## src/kfm_pkg.sv

```systemverilog
// ----------------------------------------------------------------------------
// Keypad Fn-modifier scanner package
// Shared types, command codes, register indexes and the key priority encoder.
// ----------------------------------------------------------------------------
package kfm_pkg;

    localparam int unsigned PIN_W  = 8;
    localparam int unsigned TIME_W = 32;
    localparam int unsigned CMD_W  = 4;
    localparam int unsigned HOLD_W = 10;
    localparam int unsigned IDX_W  = 1;

    localparam int unsigned S_TDATA_W = PIN_W + TIME_W;
    localparam int unsigned M_TDATA_W = 8;

    // Command codes.
    localparam logic [CMD_W-1:0] CMD_NONE = 4'd0;
    localparam logic [CMD_W-1:0] CMD_MENU = 4'd13;
    localparam logic [CMD_W-1:0] FN_SHIFT = 4'd6;

    // Bit position of the Fn modifier in the active-high key vector.
    localparam int unsigned FN_BIT = 6;

    // Configuration register indexes.
    localparam logic [IDX_W-1:0] REG_DEVICE_PRESENT = 1'd0;
    localparam logic [IDX_W-1:0] REG_HOLD_OFF       = 1'd1;

    // Reset values of the configuration registers.
    localparam logic              DEVICE_PRESENT_RST = 1'b1;
    localparam logic [HOLD_W-1:0] HOLD_OFF_RST       = 10'd50;

    typedef struct packed {
        logic              device_present;
        logic [HOLD_W-1:0] hold_off_ms;
    } kfm_cfg_t;

    typedef struct packed {
        logic [CMD_W-1:0]  held_code;
        logic [TIME_W-1:0] emit_time;
        logic              fn_down;
        logic              key_seen;
        logic [TIME_W-1:0] fn_time;
    } kfm_state_t;

    // Priority encoder over the six keys: bits 0, 1, 2, 3, 5, 4 give 1 to 6.
    function automatic logic [CMD_W-1:0] encode_keys(input logic [PIN_W-1:0] act);
        logic [CMD_W-1:0] code;
        code = CMD_NONE;
        if (act[0])      code = 4'd1;
        else if (act[1]) code = 4'd2;
        else if (act[2]) code = 4'd3;
        else if (act[3]) code = 4'd4;
        else if (act[5]) code = 4'd5;
        else if (act[4]) code = 4'd6;
        return code;
    endfunction

endpackage

```

## src/kfm_cfg_regs.sv

```systemverilog
// ----------------------------------------------------------------------------
// Keypad scanner configuration registers
// Holds the device-present flag and the hold-off time, written by index.
// ----------------------------------------------------------------------------
module kfm_cfg_regs (
    input  logic                       aclk,
    input  logic                       aresetn,
    input  logic                       cfg_valid,
    output logic                       cfg_ready,
    input  logic [kfm_pkg::IDX_W-1:0]  cfg_index,
    input  logic [kfm_pkg::HOLD_W-1:0] cfg_data,
    output kfm_pkg::kfm_cfg_t          cfg
);
    import kfm_pkg::*;

    kfm_cfg_t cfg_reg;
    kfm_cfg_t cfg_next;

    // Writes are always taken.
    assign cfg_ready = 1'b1;

    always_comb begin
        cfg_next = cfg_reg;
        if (cfg_valid) begin
            case (cfg_index)
                REG_DEVICE_PRESENT: cfg_next.device_present = cfg_data[0];
                REG_HOLD_OFF:       cfg_next.hold_off_ms    = cfg_data;
                default:            cfg_next = cfg_reg;
            endcase
        end
    end

    always_ff @(posedge aclk) begin
        if (!aresetn) begin
            cfg_reg.device_present <= DEVICE_PRESENT_RST;
            cfg_reg.hold_off_ms    <= HOLD_OFF_RST;
        end else begin
            cfg_reg <= cfg_next;
        end
    end

    assign cfg = cfg_reg;

endmodule

```

## src/kfm_decide.sv

```systemverilog
// ----------------------------------------------------------------------------
// Keypad scanner poll decision
// Combinational lockout check, key encoding and Fn handling for one poll.
// ----------------------------------------------------------------------------
module kfm_decide (
    input  kfm_pkg::kfm_cfg_t          cfg,
    input  kfm_pkg::kfm_state_t        state_cur,
    input  logic [kfm_pkg::PIN_W-1:0]  pin_levels,
    input  logic [kfm_pkg::TIME_W-1:0] now_ms,
    output kfm_pkg::kfm_state_t        state_nxt,
    output logic [kfm_pkg::CMD_W-1:0]  command
);
    import kfm_pkg::*;

    logic [PIN_W-1:0]  act;
    logic [CMD_W-1:0]  code;
    logic [TIME_W-1:0] since_emit;
    logic [TIME_W-1:0] since_fn;
    logic [TIME_W-1:0] hold_off_ext;
    logic              locked;
    logic              fn_expired;

    assign act          = ~pin_levels;
    assign code         = encode_keys(act);
    assign hold_off_ext = {{(TIME_W-HOLD_W){1'b0}}, cfg.hold_off_ms};
    // Differences wrap modulo 2^32, exactly as the free-running clock does.
    assign since_emit   = now_ms - state_cur.emit_time;
    assign since_fn     = now_ms - state_cur.fn_time;
    assign locked       = since_emit < hold_off_ext;
    assign fn_expired   = since_fn >= hold_off_ext;

    always_comb begin
        state_nxt = state_cur;
        command   = CMD_NONE;
        if (cfg.device_present && !locked) begin
            if (code != CMD_NONE) begin
                // A key emits only on the first poll of its press.
                if (state_cur.held_code == CMD_NONE) begin
                    command             = act[FN_BIT] ? code + FN_SHIFT : code;
                    state_nxt.held_code = command;
                    state_nxt.emit_time = now_ms;
                    state_nxt.key_seen  = 1'b1;
                end
            end else if (act[FN_BIT]) begin
                state_nxt.held_code = CMD_NONE;
                state_nxt.fn_down   = 1'b1;
                state_nxt.fn_time   = now_ms;
            end else if (state_cur.fn_down && !state_cur.key_seen) begin
                if (fn_expired) begin
                    command             = CMD_MENU;
                    state_nxt.fn_down   = 1'b0;
                    state_nxt.key_seen  = 1'b0;
                    state_nxt.held_code = CMD_NONE;
                    state_nxt.emit_time = now_ms;
                end
            end else begin
                state_nxt.fn_down   = 1'b0;
                state_nxt.key_seen  = 1'b0;
                state_nxt.held_code = CMD_NONE;
            end
        end
    end

endmodule

```

## src/keypad_fn_modifier_scanner.sv

```systemverilog
// A poll's command passes the input register, then the result register.
// Throughput: one poll per cycle while m_tready is high; scan state updates in
// the same cycle the result register loads; polls see the prior poll's state.
// Reset: aresetn is synchronous, active low; it empties both pipeline
// registers, clears the scan state to zero and restores the configuration
// to device present with a 50 ms hold-off.
// ----------------------------------------------------------------------------
// Keypad Fn-modifier scanner
// Turns polls of a seven-key pad with Fn modifier into one command per poll.
// ----------------------------------------------------------------------------
module keypad_fn_modifier_scanner (
    input  logic                          aclk,
    input  logic                          aresetn,
    // Poll channel.
    input  logic                          s_tvalid,
    output logic                          s_tready,
    // tdata, lowest bit first: pin_levels [7:0], now_ms [39:8].
    input  logic [kfm_pkg::S_TDATA_W-1:0] s_tdata,
    // Command channel.
    output logic                          m_tvalid,
    input  logic                          m_tready,
    // tdata, lowest bit first: command [3:0], zero fill [7:4].
    output logic [kfm_pkg::M_TDATA_W-1:0] m_tdata,
    // Configuration write channel.
    input  logic                          cfg_valid,
    output logic                          cfg_ready,
    input  logic [kfm_pkg::IDX_W-1:0]     cfg_index,
    input  logic [kfm_pkg::HOLD_W-1:0]    cfg_data
);
    import kfm_pkg::*;

    kfm_cfg_t cfg;

    // Input register: holds one accepted poll until the decision logic
    // can hand its command on to the result register.
    logic              in_valid_reg;
    logic              in_valid_next;
    logic [PIN_W-1:0]  pin_reg;
    logic [TIME_W-1:0] now_reg;

    // Result register.
    logic              out_valid_reg;
    logic              out_valid_next;
    logic [CMD_W-1:0]  cmd_reg;

    // Scan state carried from poll to poll.
    kfm_state_t        state_reg;
    kfm_state_t        state_next;
    kfm_state_t        state_calc;
    logic [CMD_W-1:0]  cmd_calc;

    logic              advance;
    logic              s_xfer;

    kfm_cfg_regs u_cfg (
        .aclk      (aclk),
        .aresetn   (aresetn),
        .cfg_valid (cfg_valid),
        .cfg_ready (cfg_ready),
        .cfg_index (cfg_index),
        .cfg_data  (cfg_data),
        .cfg       (cfg)
    );

    kfm_decide u_decide (
        .cfg        (cfg),
        .state_cur  (state_reg),
        .pin_levels (pin_reg),
        .now_ms     (now_reg),
        .state_nxt  (state_calc),
        .command    (cmd_calc)
    );

    // The held poll moves forward whenever the result register is empty or
    // its command is being taken in this cycle. A new poll is accepted
    // whenever the input register is empty or is emptying, so a waiting
    // result never blocks the input side by itself.
    assign advance  = in_valid_reg && (!out_valid_reg || m_tready);
    assign s_tready = !in_valid_reg || advance;
    assign s_xfer   = s_tvalid && s_tready;

    always_comb begin
        in_valid_next = in_valid_reg;
        if (s_xfer) begin
            in_valid_next = 1'b1;
        end else if (advance) begin
            in_valid_next = 1'b0;
        end
    end

    always_comb begin
        out_valid_next = out_valid_reg;
        if (advance) begin
            out_valid_next = 1'b1;
        end else if (m_tready) begin
            out_valid_next = 1'b0;
        end
    end

    // The scan state commits only when the poll's command is committed.
    assign state_next = advance ? state_calc : state_reg;

    always_ff @(posedge aclk) begin
        if (!aresetn) begin
            in_valid_reg  <= 1'b0;
            out_valid_reg <= 1'b0;
            state_reg     <= '0;
        end else begin
            in_valid_reg  <= in_valid_next;
            out_valid_reg <= out_valid_next;
            state_reg     <= state_next;
        end
    end

    // Payload registers carry no reset.
    always_ff @(posedge aclk) begin
        if (s_xfer) begin
            pin_reg <= s_tdata[PIN_W-1:0];
            now_reg <= s_tdata[PIN_W+TIME_W-1:PIN_W];
        end
        if (advance) begin
            cmd_reg <= cmd_calc;
        end
    end

    assign m_tvalid = out_valid_reg;
    assign m_tdata  = {{(M_TDATA_W-CMD_W){1'b0}}, cmd_reg};

    // A key code is only ever held after a key has emitted.
    assert property (@(posedge aclk) disable iff (!aresetn)
        (state_reg.held_code != CMD_NONE) |-> state_reg.key_seen)
        else $error("held key code without key_seen");

    // With no device present a poll leaves the scan state untouched.
    assert property (@(posedge aclk) disable iff (!aresetn)
        (advance && !cfg.device_present) |=> $stable(state_reg))
        else $error("scan state changed with device absent");

    // A menu command resolves the Fn press completely.
    assert property (@(posedge aclk) disable iff (!aresetn)
        (advance && cmd_calc == CMD_MENU) |=>
        (state_reg.held_code == CMD_NONE && !state_reg.fn_down && !state_reg.key_seen))
        else $error("menu command left Fn state pending");

    // Only defined command codes reach the output.
    assert property (@(posedge aclk) disable iff (!aresetn)
        m_tvalid |-> (cmd_reg <= CMD_MENU))
        else $error("command code out of range");

    // The input side stalls only while a poll is held and cannot move on.
    assert property (@(posedge aclk) disable iff (!aresetn)
        !s_tready |-> (in_valid_reg && out_valid_reg && !m_tready))
        else $error("input stalled without a blocked result");

endmodule
```

## config.mk

```make
export PLATFORM = sky130hd
export DESIGN_NAME = keypad_fn_modifier_scanner
export DESIGN_NICKNAME = d
export VERILOG_FILES = /design/src/kfm_pkg.sv /design/src/kfm_cfg_regs.sv /design/src/kfm_decide.sv /design/src/keypad_fn_modifier_scanner.sv
export SDC_FILE = /design/constraint.sdc
export NUM_CORES = 1
export LEC_CHECK = 0
export BUFFER_PORTS_ARGS = -buffer_cell sky130_fd_sc_hd__buf_4
export CAP_MARGIN = 30
export CELL_PAD_IN_SITES_DETAIL_PLACEMENT = 2
export CELL_PAD_IN_SITES_GLOBAL_PLACEMENT = 2
export CORE_MARGIN = 4
export CORE_UTILIZATION = 41
export DETAILED_ROUTE_END_ITERATION = 10
export PLACE_DENSITY_LB_ADDON = 0.1
export SKIP_LAST_GASP = 1
export SYNTH_ARGS = -nofsm -noshare
export SYNTH_HDL_FRONTEND = slang
export SYNTH_SLANG_ARGS = --single-unit
```

## constraint.sdc

```tcl
create_clock -name aclk -period 12 [get_ports aclk]
set_clock_uncertainty 0.15 [all_clocks]
set_input_delay 2.4 -clock aclk [delete_from_list [all_inputs] [get_ports aclk]]
set_output_delay 2.4 -clock aclk [all_outputs]
set_load 0.02 [all_outputs]
```

==> metrics.md, run 1 <==
| Metric | Value |
|---|---|
| Status | complete, no violations |
| Largest net degree at the start of global routing | 95 |
| Final setup fails | 0 |
| Max_cap viols | 0 |
| Worst Path Arrival | between 6000 and 7000 ps |
| Post-Route WL | 34.7 mm |
| Post-cts gate resize count | 0 |
| Detailed Place HPWL | 25.6 mm |
| Slowest stage delay, CP | around 500 ps |
| WP data required | 12200 ps |
| Tmin final | between 6000 and 7000 ps |
| RSZ-0062 raised after global routing | false |
| Max reg flops | 70 |
| Vias in the first global route | approximately 9800 |
| Final cell count without fillers | 1475 |
| Crit-path cells | inv_1 > ha_1 > inv_1 > fa_1 > a21o_1 > a31oi_1 > o21ai_0 > a21oi_1 > xnor2_1 > ha_1 > and4_1 > a221oi_1 > o211ai_1 > nor4_1 > o2111ai_1 > or4_1 > nor4_1 > o2111ai_2 > nand2_2 > a211o_2 > buf_4 > mux2i_1 |
| CTS Buf Count | 17 |
| Post-synth EDFFs | 43 |
| P_leak | ~4.6 nW |
| Met3 Usage GRT | 3.85% |
| Commonest cells after routing, fill and taps aside | 195 x nand2_1, 102 x inv_1, 84 x a21oi_1 |
| Die area | approximately 0.026 mm² |
| Tot Pwr | 1.33 mW |
| Die span in y | 160 µm |
| Layout net count | 1317 |
| Final hold violations | 0 |
| Post-CTS setup buffers | 0 |
| Antenna Violating Nets Remaining | 0 |
| Crit end category | register |
| Initial Util | 41.8% |
| Die X | roughly 160 µm |
| Dpl ws | 5510 ps |
| Final instance area | approximately 0.011 mm² |
| DRC | 0 |
| Area leader, netlist | dfxtp_1 |
| Slew headroom | 51.8% |
| Setup TNS | 0 ps |
| Final Util | 46.9% |
| Critical path buffer and inverter count | 3 |
| Clk Latency, worst-skew pair | 440 ps |
| Gr usage total | 26.8% |
| Yosys cell types | 81 |
| Global route overflow | 0 |
| Sink Count | 126 |
| Placed cells | 1442 |
| TritonCTS clock tree | done |
| Ys Warns | 0 |
| Post-synthesis cell count | 1140 |
| H-tree lvl count | 4 |
| # rows | 55 |
| Synthesized area | 0.00949 mm² |
| Peak supply drop | about 0.065 mV |
| Seq/Total Area, Yosys | 31.1% |
| Critical path's top delay family | compound AO/OA/AOI/OAI gates |
| Commonest non-fill, non-tap cell in the layout | nand2_1 |
| GRT met2 Usage | 46.1% |
| Slew @ Worst Pin | ~720 ps |
| FMAX | 148 MHz |
| Count of input and output buffers | 60 |
| HP Class | reg2reg |
| Synth-to-Final Area Change | 12.3% |
| Placer Congestion | roughly 0.9 |
| Core area | 0.0227 mm² |
| Number of antenna violations at the first check in global routing | 0 |
| Worst-path clk slew | 70 ps |
| CP Class | reg2reg |
| Most used routing layer | met2 |
| Vias | 8940 |
| Maximum clock path buffer count | 2 |
| Share of cells above drive strength 1 | 10.5% |
| Pwr dens | 125 mW/mm² |
| WL/cell | between 20 and 25 µm |
| Ports | 67 |
| Main area contributors after synthesis | dfxtp_1 18%, edfxtp_1 14%, ha_1 11%, nand2_1 7.7%, mux2i_1 7.7% |
| Final worst-path cycle share | 56.4% |
| Antenna Cells | 0 |
| Via density | 6.06 |
| Critical Path Slowest Stage Cell | buf_4 |
| CP max FO | 22 |
| Placed cell area | 0.0101 mm² |
| Final Worst Setup Slack | 5230 ps |
| Async set-or-reset flop fraction in the synthesized netlist | 0% |
| WHS | 312 ps |
| Startpoint types | register |
| Initial DRC Count | 534 |
| Hold_buf cts | 0 |
| R2r setup slk | 5230 ps |
| Top FF cell, synth | dfxtp_1 |
| Final Max Slew Viols | 0 |
| DR pass1 iterations | 5 |
| Top cell type's share of synthesized area | 17.5% |
| Synth Area per Inst | 8.33 µm² |
| Clk root buf | clkbuf_16 |
| #FFs+latches synth | 126 |
| First-pass GRT wire length | 55.0 mm |
| GR Util met1 | 34.9% |
==> final timing paths <==
| check | startpoint | endpoint | cells after the start |
|---|---|---|---|
| min reg2reg | state_reg[6]$_SDFFE_PN0P_ | state_reg[6]$_SDFFE_PN0P_ | 2 |
| max | now_reg[0]$_DFFE_PP_ | state_reg[49]$_SDFFE_PN0P_ | 22 |
| max reg2reg | now_reg[0]$_DFFE_PP_ | state_reg[49]$_SDFFE_PN0P_ | 22 |
| min | state_reg[6]$_SDFFE_PN0P_ | state_reg[6]$_SDFFE_PN0P_ | 2 |
==> cells by family after synthesis <==
| kind of cell | synth area share, % |
|---|---|
| muxes | 8.05 |
| xor gates and xnor gates | 2.49 |
| and+or+nand+nor | 18.6 |
| adders and majority gates | 11.2 |
| AOI/OAI and AO/OA | 21.2 |
| DFF | 31.1 |
| buffers and inverters | 7.17 |
| other | 0.0791 |
==> cell usage after synthesis (all sizes together) (4+ instances only) <==
cell type	n
o21ai	46
nor3	18
o21bai	8
o211ai	21
o22ai	7
a211o	5
mux2i	73
a211oi	7
dfxtp	83
or3	9
a21oi	85
and2	6
a21o	35
nand4	17
and3	7
buf	20
xnor2	16
nand2b	13
a31oi	8
a2111oi	7
or2	7
o2111ai	8
o31a	4
o21a	17
nor2b	7
nand3	14
edfxtp	43
and4	4
clkbuf	30
nor2	46
ha	82
or4	6
o31ai	4
nor4	11
inv	102
xor2	11
nand2	196
nor3b	6
==> worst register-to-register path, delay by kind of cell (launching register included) <==
| family | cells | cell delay, ps |
|---|---|---|
| AO/OA/AOI/OAI | 9 | 2570 |
| AND/OR/NAND/NOR | 5 | 1600 |
| adder cells (fa/ha/maj) | 3 | 860 |
| buffers and inverters | 3 | 680 |
| flip-flops | 1 | 380 |
| multiplexers | 1 | 280 |
| XOR/XNOR | 1 | 160 |
==> cell type report <==
class | count | area, µm²
Timing Repair Buffer | 65 | 528
Sequential cell | 126 | 2950
Tap cell | 285 | 357
Fill cell | 2559 | 12100
Inverter | 102 | 383
Clock inverter | 14 | 123
Multi-Input combinational cell | 865 | 5870
Clock buffer | 18 | 439
==> routing by layer <==
metal | wire, µm | vias up
met3 | 1290 | 50
met4 | 916 | 0
met1 | 15600 | 4532
li1 | - | 4176
met2 | 17000 | 182
met5 | 0 | -
==> report_power, final <==
group	leakage, nW	switching (mW)	total [mW]	internal (mW)
logic	3.20	0.209	0.337	0.128
clock network	0.265	0.236	0.514	0.277
registers	1.09	0.0169	0.479	0.462
Note: power is estimated with default switching activity, not from simulation.
==> inputs of run 2 (changes only) <==
- ABC_AREA: unset -> 1
- CORE_UTILIZATION: 41 -> 34
- clock period: 12 -> 6.5 ns (I/O delays scaled with it)
==> run 2 against run 1 <==
  * Power rose by 100%
  * Maximum frequency up 41%
  * Cell count is 45% higher
  * First-iteration DRC count shrank 19%
  * Sequential share of layout area decreased by 2.6 points
  * Sequential power rose by 89%
  * Area after synthesis up 9.6%
  * Critical path type unchanged
  * Critical endpoint is now state_reg[44]$_SDFFE_PN0P_
  * Largest cell class unchanged
  * Highest routed layer unchanged
==> metrics.md, run 2 <==
| Metric | Value |
|---|---|
| Status | complete, no violations |
| Vias in the first global route | 11718 (+20%) |
| Via density | 4.94 (-19%) |
| Post-Route WL | 37.7 mm (+8.4%) |
| Min-Delay Startpoint | state_reg[66]$_SDFFE_PN0P_ |
| Initial DRC Count | 434 (-19%) |
| WL/cell | 17.6 µm (-25%) |
| Die X | 183 µm (+14%) |
| Max reg flops | 70 (unchanged) |
| Post-CTS setup buffers | 0 (unchanged) |
| Setup TNS | 0 ps (unchanged) |
| Maximum clock path buffer count | 2 (unchanged) |
| Placer Congestion | 0.847 (-5.6%) |
| R2R cell count | 26 (+18%) |
| Main area contributors after synthesis | nand2_1 21%, dfxtp_1 16%, edfxtp_1 12%, inv_1 11%, ha_1 9.9% |
| Yosys cell types | 44 (-46%) |
| Placed cell area | 0.0111 mm² (+10%) |
| DRC | 0 (unchanged) |
| RSZ-0062 raised after global routing | false |
| Async set-or-reset flop fraction in the synthesized netlist | 0% (unchanged) |
| Final setup fails | 0 (unchanged) |
| Most frequent cell after synthesis | nand2_1 |
| Core area | 0.0299 mm² (+32%) |
| CP max FO | 33 (+50%) |
| Final hold violations | 0 (unchanged) |
| Worst Path Arrival | 4980 ps (-1990 ps) |
| Ports | 67 (unchanged) |
| Synthesized area | 0.0104 mm² (+9.6%) |
| CTS Buf Count | 17 (unchanged) |
| Worst-path clk slew | 60 ps (about the same) |
| Number of antenna violations at the first check in global routing | 2 (+2) |
| FF/Latch Area | 0.00295 mm² (unchanged) |
| Clk Latency, worst-skew pair | 430 ps (about the same) |
| Top FF cell, synth | dfxtp_1 |
| Hold depth | 2 (unchanged) |
| Synth-to-Final Area Change | 12.8% |
| TritonCTS clock tree | done |
| Leading post-synthesis cells by instance count | 583 x nand2_1, 318 x inv_1, 215 x nor2_1, 83 x dfxtp_1, 82 x ha_1 |
| Ys Warns | 0 (unchanged) |
| Post-synthesis cell count | 1686 (+48%) |
| Pwr dens | 228 mW/mm² (+83%) |
| Detailed Place HPWL | 30.5 mm (+19%) |
| Slew headroom | 42.3% (-9.5 points) |
| HP Class | reg2reg |
| Hold_buf cts | 0 (unchanged) |
| Vias | 10600 (+19%) |
| Commonest non-fill, non-tap cell in the layout | nand2_1 |
| Worst reg2reg startpoint | now_reg[1]$_DFFE_PP_ |
| Post-cts gate resize count | 0 (unchanged) |
| Initial Util | 34.8% (-7.0 points) |
| FMAX | 208 MHz (+41%) |
| Share of cells above drive strength 1 | 9.01% (-1.5 points) |
| Commonest cells after routing, fill and taps aside | 583 x nand2_1, 318 x inv_1, 215 x nor2_1 |
| CP Class | reg2reg |
| # rows | 63 (+15%) |
| Final Util | 39.3% (-7.6 points) |
| #FFs+latches synth | 126 (unchanged) |
| Global route overflow | 0 (unchanged) |
| Count of input and output buffers | 60 (unchanged) |
| Startpoint types | register |
| Final instance area | 0.0117 mm² (+10%) |
| Reg-to-Reg End | state_reg[44]$_SDFFE_PN0P_ |
| Gr usage total | 22.4% (-4.4 points) |
| WHS Endpoint | state_reg[66]$_SDFFE_PN0P_ |
| Die area | 0.0335 mm² (+30%) |
| Post-synth EDFFs | 43 (unchanged) |
| Layout net count | 1881 (+43%) |
| Area leader, netlist | nand2_1 |
| Fill cells | 3748 (+46%) |
| Die span in y | 183 µm (+14%) |
| Synth Area per Inst | 6.17 µm² (-26%) |
| Max_cap viols | 0 (unchanged) |
| Final worst-path cycle share | 74.1% (+18 points) |
| DR pass1 iterations | 4 (-1) |
| H-tree lvl count | 4 (unchanged) |
| Largest net degree at the start of global routing | 77 (-19%) |
| Final Max Slew Viols | 0 (unchanged) |
| Slew @ Worst Pin | 865 ps (+145 ps) |
| Peak supply drop | 0.115 mV (+75%) |
| Sink Count | 126 (unchanged) |
| Clk root buf | clkbuf_16 |
| Crit end category | register |
| Seq/Total Area, Yosys | 28.4% (-2.7 points) |
| Multi-input logic area | 0.00599 mm² (+2.0%) |
| Antenna Violating Nets Remaining | 0 (unchanged) |
| First-pass GRT wire length | 60.0 mm (+9.2%) |
| P_leak | 6.32 nW (+39%) |
| Top cell type's share of synthesized area | 21.0% (+3.5 points) |
| WP data required | 6660 ps (-5540 ps) |
| Tmin final | 4820 ps (-1950 ps) |
| R2r setup slk | 1680 ps (-3550 ps) |
[run 2: cell count changes in the layout (fill, tap and decap cells not counted), sizes merged, moves of 16 or more]
| cell | delta |
|---|---|
| inv | +219 |
| a21o | -33 |
| mux2i | -73 |
| nor2 | +208 |
| a21oi | -16 |
| o211ai | -16 |
| nand3 | +57 |
| nand2 | +398 |
[run 2: report_power, final]
group | switching [mW] | total, mW | internal (mW) | leakage (nW)
clock | 0.403 | 1.01 | 0.609 | 0.290
combinational | 0.504 | 0.763 | 0.260 | 4.94
sequential | 0.0418 | 0.905 | 0.863 | 1.10
total | 0.949 | 2.68 | 1.73 | 6.32
[run 2: logic make-up (layout without fill, tap and decap cells)]
| group | Yosys count | count (layout) | share of synthesized area, % |
|---|---|---|---|
| AO/OA/AOI/OAI | 132 | 132 | 6.85 |
| other | 2 | 7 | 0.0722 |
| buffers and inverters | 355 | 420 | 14.1 |
| flip-flops | 126 | 126 | 28.4 |
| XOR/XNOR | 20 | 20 | 1.68 |
| AND/OR/NAND/NOR | 967 | 967 | 38.6 |
| adder cells (fa/ha/maj) | 84 | 84 | 10.2 |
[run 2: routing by layer]
layer | share of wire (%) | wire (µm) | GRT usage, % | vias up
met5 | 0 | 0 | 0 | -
met4 | 2.4 | 889 | 5.90 | 0
met3 | 2.1 | 782 | 2.08 | 41
met2 | 51 | 19300 | 42.1 | 81
met1 | 44 | 16700 | 27.4 | 5231
li1 | - | - | - | 5247
[run 2: how the worst max path moves through the flow]
| stage | startpoint | endpoint | slack (ps) | cells past startpoint |
|---|---|---|---|---|
| floorplan | now_reg[0]$_DFFE_PP_ | state_reg[36]$_SDFFE_PN0P_ | 3140 | 28 |
| global placement | now_reg[0]$_DFFE_PP_ | state_reg[35]$_SDFFE_PN0P_ | 1910 | 27 |
| detailed placement | now_reg[1]$_DFFE_PP_ | state_reg[34]$_SDFFE_PN0P_ | 1770 | 26 |
| CTS | now_reg[1]$_DFFE_PP_ | state_reg[44]$_SDFFE_PN0P_ | 1600 | 26 |
| global route | now_reg[0]$_DFFE_PP_ | state_reg[43]$_SDFFE_PN0P_ | 1250 | 27 |
| finish | now_reg[1]$_DFFE_PP_ | state_reg[44]$_SDFFE_PN0P_ | 1680 | 26 |
[run 2: cell type report]
| cell class | instances | area share [%] |
|---|---|---|
| inverters | 327 | 10.5 |
| clock buffers | 17 | 3.62 |
| multi-input cells | 1208 | 51.1 |
| diodes | 2 | 0.0426 |
| well taps | 390 | 4.16 |
| repair buffers | 61 | 3.90 |
| clock inverters | 15 | 1.60 |
| flip-flops and latches | 126 | 25.1 |
[run 2: critical path, cell delays in order (launching register included)]
cell	delay, ps
edfxtp_1	570
inv_1	120
fa_1	480
inv_1	140
nand2_1	60
nand2_1	80
and2_1	180
xor2_1	230
ha_1	270
nand2_1	70
nor2_1	60
nand2_1	60
nand2_1	50
nor2_1	80
nand2_1	60
nand2_1	60
nand3_1	80
nor2_1	100
nand3_1	170
nor2_1	270
nand3_1	160
nand2_2	150
nand2_2	80
nand2_4	300
inv_2	350
nor2_1	220
nor2_1	70
[run 2: through the flow]
step | setup WS [ps] | hold slack (ps) | instances | power [mW]
2_1_floorplan | 3140 | 290 | 1689 | 1.44
3_3_place_gp | 1910 | 304 | 2112 | 1.63
3_5_place_dp | 1770 | 316 | 2112 | 1.68
4_1_cts | 1600 | 325 | 2144 | 2.71
5_1_grt | 1250 | 338 | 2146 | 2.85
6_report | 1680 | 325 | 2146 | 2.68
==> inputs of run 3 (changes only) <==
- ABC_AREA: 1 -> 0
- clock period: 6.5 -> 3.9 ns (I/O delays scaled with it)
==> run 3 against run 2 <==
  * The run now ends with setup timing left
  * Sequential share of layout area is 1.7 points lower
  * Global-route usage is 3.3 points higher
  * Combinational power is 83% higher
  * Maximum frequency is 7.2% lower
  * Worst hold slack worse by 11 ps
  * Core utilization is 7.1 points higher
  * Sequential power is 64% higher
  * Critical endpoint is now state_reg[55]$_SDFFE_PN0P_
  * Largest power group unchanged
==> metrics.md, run 3 (synthesized netlist as in run 1, its figures left out) <==
| Metric | Value |
|---|---|
| Via density | 5.54 (+12%) |
| Initial Util | 34.9% (+0.10 points) |
| Startpoint types | register |
| Peak supply drop | 0.281 mV (+150%) |
| Final Worst Setup Slack | -1290 ps (-2970 ps) |
| Detailed Place HPWL | 28.9 mm (-5.2%) |
| Sink Count | 126 (unchanged) |
| R2R cell count | 24 (-7.7%) |
| Max reg flops | 70 (unchanged) |
| WL/cell | 23.0 µm (+31%) |
| Final Max Slew Viols | 0 (unchanged) |
| CTS Buf Count | 17 (unchanged) |
| FMAX | 193 MHz (-7.2%) |
| Maximum clock path buffer count | 2 (unchanged) |
| Die X | 175 µm (-4.3%) |
| RSZ-0062 raised after global routing | true |
| Placed cell area | 0.0116 mm² (+4.6%) |
| Dpl ws | -1200 ps (-2970 ps) |
| Hold depth | 2 (unchanged) |
| Gr usage total | 25.7% (+3.3 points) |
| Final hold violations | 0 (unchanged) |
| Number of antenna violations at the first check in global routing | 0 (-2) |
| Vias | 9773 (-7.8%) |
| DR pass1 iterations | 5 (+1) |
| Synth-to-Final Area Change | 32.9% |
| H-tree lvl count | 4 (unchanged) |
| CP Class | reg2reg |
| Core area | 0.0272 mm² (-9.0%) |
| Final instance area | 0.0126 mm² (+7.5%) |
| CP max FO | 8 (-76%) |
| Antenna Cells | 0 (-2) |
| # rows | 60 (-4.8%) |
| Pwr dens | 361 mW/mm² (+58%) |
| Die span in y | 175 µm (-4.3%) |
| WHS | 314 ps (-10.6 ps) |
| P_leak | 5.59 nW (-12%) |
| Die area | 0.0307 mm² (-8.4%) |
| Antenna Violating Nets Remaining | 0 (unchanged) |
| Initial DRC Count | 654 (+51%) |
| TritonCTS clock tree | done |
| Ports | 67 (unchanged) |
| Max_cap viols | 0 (unchanged) |
| WP data required | 4110 ps (-2550 ps) |
| Post-Route WL | 40.5 mm (+7.5%) |
| Share of cells above drive strength 1 | 25.7% (+17 points) |
| Clk Latency, worst-skew pair | 440 ps (about the same) |
| Count of input and output buffers | 60 (unchanged) |
| Slew headroom | 42.7% (+0.39 points) |
| Layout net count | 1518 (-19%) |
| Final cell count without fillers | 1763 (-18%) |
| DRC | 0 (unchanged) |
| Tmin final | 5190 ps (+374 ps) |
| Tot Pwr | 4.55 mW (+70%) |
| Status | finished, violations left |
| Final Util | 46.4% (+7.1 points) |
| Setup TNS | -89920 ps (-89920 ps) |
| Placed cells | 1715 (-19%) |
| Final worst-path cycle share | 133% (+59 points) |
| Global route overflow | 0 (unchanged) |
| HP Class | reg2reg |
| Worst-path clk slew | 80 ps (+20 ps) |
| Largest net degree at the start of global routing | 77 (unchanged) |
| Clk root buf | clkbuf_16 |
| Failing checks | setup timing |
| Final setup fails | 74 (+74) |
| Placer Congestion | 0.880 (+3.9%) |
| Commonest cells after routing, fill and taps aside | 252 x buf_4, 195 x nand2_1, 100 x inv_1 |
| Slew @ Worst Pin | 856 ps (-8.78 ps) |
| Crit end category | register |
| First-pass GRT wire length | 61.8 mm (+3.0%) |
| Vias in the first global route | 10695 (-8.7%) |
| Worst Path Arrival | 5400 ps (+420 ps) |
| Commonest non-fill, non-tap cell in the layout | buf_4 |
## run 3: cell types whose count changed in the layout (fill, tap and decap cells not counted), sizes merged, moves of 33 or more
cell	previous run	this run
mux2i	0	73
buf	61	264
a21o	2	35
nand2	594	196
nor2	254	46
nand3	71	14
inv	330	112
## run 3: power by group
| group | internal, mW | total [mW] | switching [mW] | leakage, nW |
|---|---|---|---|---|
| combinational | 0.623 | 1.40 | 0.773 | 4.22 |
| sequential | 1.42 | 1.48 | 0.0539 | 1.09 |
| clock | 0.920 | 1.68 | 0.758 | 0.285 |
## run 3: final cells by class
type | instances | area (µm²)
fillers | 3037 | 14600
multi-input cells | 865 | 6060
flip-flops and latches | 126 | 2950
repair buffers | 266 | 2170
well taps | 372 | 465
clock buffers | 18 | 439
inverters | 102 | 383
clock inverters | 14 | 144
## run 3: worst max-delay path: stages, from the launching register on
cell and delay (ps):
edfxtp_1 410, inv_2 80, buf_6 100, ha_4 130, inv_2 40, fa_2 330, a21o_1 210, a31oi_4 190
o21ai_2 100, a21oi_2 130, xnor2_1 140, ha_1 280, and4_4 200, a221oi_4 270, o211ai_1 130, nor4_1 290
o2111ai_1 160, or4_1 440, nor4_2 190, o2111ai_2 270, nand2_2 200, a211o_4 190, buf_12 120, buf_16 130
mux2i_2 230
## run 3: metal layers
layer / wire length [µm] / GRT usage (%) / vias to the layer above
met5: 0 / 0 / -
met4: 875 / 6.94 / 0
met3: 1320 / 3.96 / 57
met2: 19900 / 44.3 / 209
met1: 18400 / 33.6 / 4937
li1: - / - / 4570
## run 3: path summary, 6_finish.rpt
kind	startpoint	endpoint	slack, ps
hold reg to reg	u_cfg.cfg[9]$_SDFFE_PN0P_	u_cfg.cfg[9]$_SDFFE_PN0P_	310
hold / removal	u_cfg.cfg[9]$_SDFFE_PN0P_	u_cfg.cfg[9]$_SDFFE_PN0P_	310
setup reg to reg	now_reg[0]$_DFFE_PP_	state_reg[55]$_SDFFE_PN0P_	-1290
setup / recovery	now_reg[0]$_DFFE_PP_	state_reg[55]$_SDFFE_PN0P_	-1290
## run 3: repair_timing
action | CTS | global route
setup buffers | 7 | 7
resized for setup | 21 | 21
gates cloned | 3 | 2
hold buffers | 0 | 0
pin swaps | 3 | 11
setup endpoints to repair | 74 | 74
